==> config.mk <==
export PLATFORM = sky130hd
export DESIGN_NAME = bpa_ctrl
export DESIGN_NICKNAME = d
export VERILOG_FILES = /design/src/sv/bpa_pkg.sv /design/src/sv/bpa_ctrl.sv
export VERILOG_INCLUDE_DIRS = /design/src /design/src/sv
export SDC_FILE = /design/constraint.sdc
export NUM_CORES = 1
export LEC_CHECK = 0
export ABC_AREA = 0
export BUFFER_PORTS_ARGS = -buffer_cell sky130_fd_sc_hd__buf_2
export CORE_AREA = 5 5 42 44
export CTS_CLUSTER_SIZE = 12
export DETAILED_ROUTE_END_ITERATION = 10
export DIE_AREA = 0 0 47 49
export PLACE_DENSITY = 0.55
export SYNTH_ARGS = -nofsm -noshare
export SYNTH_HDL_FRONTEND = slang
export SYNTH_SLANG_ARGS = --single-unit
==> constraint.sdc <==
create_clock -name clk -period 1.7 [get_ports clk]
set_input_delay 0.17 -clock clk [delete_from_list [all_inputs] [get_ports clk]]
set_output_delay 0.17 -clock clk [all_outputs]
set_load 0.02 [all_outputs]
==> src/sv/assert_macros.svh <==
// Assertion macros shared by the page allocator modules.
// Each macro assumes a clock clk and an active-low reset rst_n in scope.
`ifndef ASSERT_MACROS_SVH
`define ASSERT_MACROS_SVH

// Same-cycle implication, disabled while in reset.
`define BPA_ASSERT_IMP(lbl, cond, prop) \
  lbl: assert property (@(posedge clk) disable iff (!rst_n) (cond) |-> (prop)) \
    else $error("page allocator assertion failed");

// Next-cycle implication, disabled while in reset.
`define BPA_ASSERT_NXT(lbl, cond, prop) \
  lbl: assert property (@(posedge clk) disable iff (!rst_n) (cond) |=> (prop)) \
    else $error("page allocator assertion failed");

`endif

==> src/sv/bpa_pkg.sv <==
// Shared constants, codes and controller/datapath interface types
// for the bitmap page allocator. No dependencies.
package bpa_pkg;

  localparam int MAP_WORDS  = 1024;
  localparam int PAGE_SHIFT = 12;
  localparam int ADDR_W     = 32;
  localparam int WORD_W     = 32;
  localparam int BIT_W      = $clog2(WORD_W);
  localparam int AW         = (MAP_WORDS > 1) ? $clog2(MAP_WORDS) : 1;
  localparam int CW         = $clog2(MAP_WORDS + 1);
  localparam int WIU_W      = 11;
  localparam int PG_W       = ADDR_W - PAGE_SHIFT + 1;
  localparam int PAGE_MASK  = (1 << PAGE_SHIFT) - 1;
  localparam int WIU_RESET  = 1024;
  localparam int CFG_IDX_W  = 1;
  localparam int CFG_W      = 32;

  localparam logic CMD_ADD   = 1'b0;
  localparam logic CMD_ALLOC = 1'b1;

  localparam logic ST_OK  = 1'b0;
  localparam logic ST_OOM = 1'b1;

  localparam logic [CFG_IDX_W-1:0] REG_LOWER_BOUND  = 1'b0;
  localparam logic [CFG_IDX_W-1:0] REG_WORDS_IN_USE = 1'b1;

  typedef struct packed {
    logic clear_step;
    logic latch;
    logic prep;
    logic fill_init;
    logic fill_step;
    logic scan_init;
    logic scan_step;
    logic take;
    logic oom;
  } dp_cmd_t;

  typedef struct packed {
    logic clear_last;
    logic range_empty;
    logic fill_last;
    logic scan_more;
    logic scan_hit;
  } dp_sts_t;

endpackage

==> src/sv/bpa_ctrl.sv <==
// Sequencer for the page allocator: clearing pass, region fill and scan.
// Depends on bpa_pkg and assert_macros.svh.
`include "assert_macros.svh"

module bpa_ctrl (
  input  logic             clk,
  input  logic             rst_n,
  input  logic             start,
  input  logic             in_command,
  input  logic             in_region_available,
  input  bpa_pkg::dp_sts_t sts,
  output bpa_pkg::dp_cmd_t cmd,
  output logic             busy
);

  typedef enum logic [2:0] {
    S_CLEAR,
    S_IDLE,
    S_PREP,
    S_CHECK,
    S_FILL,
    S_SCAN
  } state_t;

  state_t state_r, state_nxt;
  logic   busy_r;

  always_comb begin
    state_nxt = state_r;
    cmd       = '0;
    case (state_r)
      S_CLEAR: begin
        cmd.clear_step = 1'b1;
        if (sts.clear_last) state_nxt = S_IDLE;
      end
      S_IDLE: begin
        if (start) begin
          cmd.latch = 1'b1;
          if (in_command == bpa_pkg::CMD_ALLOC) begin
            cmd.scan_init = 1'b1;
            state_nxt     = S_SCAN;
          end else if (in_region_available) begin
            state_nxt = S_PREP;
          end
        end
      end
      S_PREP: begin
        cmd.prep  = 1'b1;
        state_nxt = S_CHECK;
      end
      S_CHECK: begin
        if (sts.range_empty) begin
          state_nxt = S_IDLE;
        end else begin
          cmd.fill_init = 1'b1;
          state_nxt     = S_FILL;
        end
      end
      S_FILL: begin
        cmd.fill_step = 1'b1;
        if (sts.fill_last) state_nxt = S_IDLE;
      end
      S_SCAN: begin
        if (sts.scan_hit) begin
          cmd.take  = 1'b1;
          state_nxt = S_IDLE;
        end else if (!sts.scan_more) begin
          cmd.oom   = 1'b1;
          state_nxt = S_IDLE;
        end else begin
          cmd.scan_step = 1'b1;
        end
      end
      default: state_nxt = S_IDLE;
    endcase
  end

  always_ff @(posedge clk) begin
    if (!rst_n) begin
      state_r <= S_CLEAR;
      busy_r  <= 1'b1;
    end else begin
      state_r <= state_nxt;
      busy_r  <= (state_nxt != S_IDLE);
    end
  end

  assign busy = busy_r;

  // a scan always ends in exactly one result and a return to idle
  `BPA_ASSERT_NXT(a_scan_ends, cmd.take || cmd.oom, state_r == S_IDLE)

endmodule

==> out/summary.txt <==
Top post-synthesis cells by area - dfxtp_1 (25%), a2111oi_4 (8.5%), nor4b_4 (7.3%)
Area share of fa/ha/maj cells after synthesis - 0%
Number of warnings issued by yosys - 0
Post-synth EDFFs - 0
# setup viols final - 0
Critical Path Source Type - flop
Cell Rows - 14
Die span in x - 47 µm
Max VDD drop - 0.423 mV
Result of the run - finished, final reports clean
Initial antenna violation count - 0
Number of DRC markers in iteration 0 - 4
Slew headroom - 81.0%
Vias - 340
Vias in the first global route - 337
Compound-cell area share of the yosys netlist - 20.4%
PortBufs - 19
Final wirelength - 804 µm
Hold Crit Class - primary input to flop
Crit path max fanout - 8
Root buf cell - clkbuf_4
Unrepaired setup endpoints after global routing - false
CTS resizes - 0
Post-CTS Setup Inserts - 0
# diodes - 0
Clock slew at reported path FFs - 0.04 ns
Static leakage - 0.223 nW
Syn_nets - 46
Final hold vios - 0
Crit end category - output pin
Tot GR Track Use - 7.81%
Min Clock Period, post-route - 1.60 ns
# clock sinks - 4
Synth Area in XOR/XNOR - 0%
Die height - 49 µm
Max cap viols - 0
Synth Flop Type - dfxtp_1
Crit path DAT - 1.43 ns
Most frequent cells in the layout - buf_2 (19), nor2_1 (4), nand2_1 (4), dfxtp_1 (4), clkbuf_4 (3)
Worst slew pin tran - 0.284 ns
Vias/cell - 4.59
Fillers - 159
Share of layout cells above drive strength 1 - 55.2%
Gpl congestion - 0.758
Final slew viol count - 0
Mapped Area - 325 µm²
Largest family of logic cells by synthesized area - simple AND/OR/NAND/NOR gates
CTS tree - built
Crit share post-route - 93.9%
Clock Skew - 0.00359 ns
Post-synth ARST share - 0%
Utilization after layout - 33.0%
Top cell type's share of synthesized area - 24.6%
Routed WL per cell - 10.9 µm
Cell variety after synth - 25
Largest area contributor in the netlist - dfxtp_1
Required time of the critical path - 1.53 ns
Post-synthesis mux area share - 0%
Die area - 0.00230 mm²
Synth Area in Simple Gates - 50.4%
I/O Pins - 20
Num CTS Buffers - 3
First-pass GRT wire length - 1.30 mm
Max Fclk - 626 MHz
PD cells - 703 mW/mm²
Area grow syn2layout - 42.3%
Post-CTS Hold Buffers - 0
Register area share after synthesis - 24.6%
First drt pass iteration count - 4
H-tree Lvls - 1
Total negative slack - 0 ns
Multi-input gate area - 230 µm²
Layout Nets - 70
Initial Utilization - 23.2%
Antenna Nets Post-Route - 0
Mapped Cells - 36
WS Path Type - flop to output pin
Most common cell after layout, fill and taps aside - buf_2
Pin count of the biggest net entering global routing - 9
Hpwl dp - 687 µm
Avg Cell Area, Syn - 9.04 µm²
Total gr overflow - 0
Number of register bits inferred by synthesis - 4
Total core area - 0.00140 mm²
DRC viols - 0
Clock Latency Late Sink - 0.23 ns
Register area - 80.1 µm²
Clock Path Buffers - 2
[flip-flops by register name, indices dropped and copies added, names as in the netlist]
| name | cells |
|---|---|
| busy | 1 |
| state_r | 3 |
[final cells by class]
cell class	instances	share of cell area, %
Clock buffer	3	4.86
Inverter	2	1.62
Sequential cell	4	17.3
Timing Repair Buffer	20	22.2
Tap cell	16	4.32
Multi-Input combinational cell	29	49.7
[metal layers]
metal  GRT usage [%]  part of all wire [%]
met3            1.85                   6.3
met5               0                     0
met1            8.11                    41
met2            12.2                    50
met4            6.91                   2.4
[synth_stat cells, drive strengths merged (2+ instances only)]
master and number:
and2 2, dfxtp 4, inv 2, nand2 4, nand2b 2, nand3b 2
nor2 4, nor2b 2
[logic make-up after synthesis]
logic type	count (synthesis)
flip-flops	4
AO/OA/AOI/OAI	6
buffers and inverters	3
AND/OR/NAND/NOR	23
[per-stage QoR]
stage / instance area (µm²) / instances / worst slack (ns) / hold WS [ns] / total power, mW
finish: 463 / 74 / 0.103 / 0.172 / 0.326
global route: 463 / 74 / 0.0195 / 0.192 / 0.344
CTS: 463 / 74 / 0.0895 / 0.168 / 0.331
detailed placement: 440 / 71 / 0.316 / 0.411 / 0.212
global placement: 440 / 71 / 0.304 / 0.410 / 0.213
floorplan: 325 / 36 / 0.329 / 0.275 / 0.178
[critical path, stage by stage, from the launching register on]
cell and delay [ns]:
dfxtp_1 0.45, nand2_1 0.17, nor4b_4 0.35, buf_2 0.23
[power by group]
group	internal (mW)	switching (mW)	total [mW]	leakage (nW)
Combinational	0.0455	0.0526	0.0981	0.176
Clock	0.0788	0.0367	0.116	0.0138
Sequential	0.103	0.00860	0.112	0.0329
[path summary, 6_finish.rpt]
check | start | to | slack, ns | cells past startpoint
hold reg to reg | state_r[2] | state_r[1] | 0.68 | 2
setup / recovery | state_r[2] | cmd[2] | 0.10 | 3
setup reg to reg | state_r[2] | busy | 0.32 | 4
hold / removal | rst_n | busy | 0.17 | 2
Power figures use the tool's default switching activity.
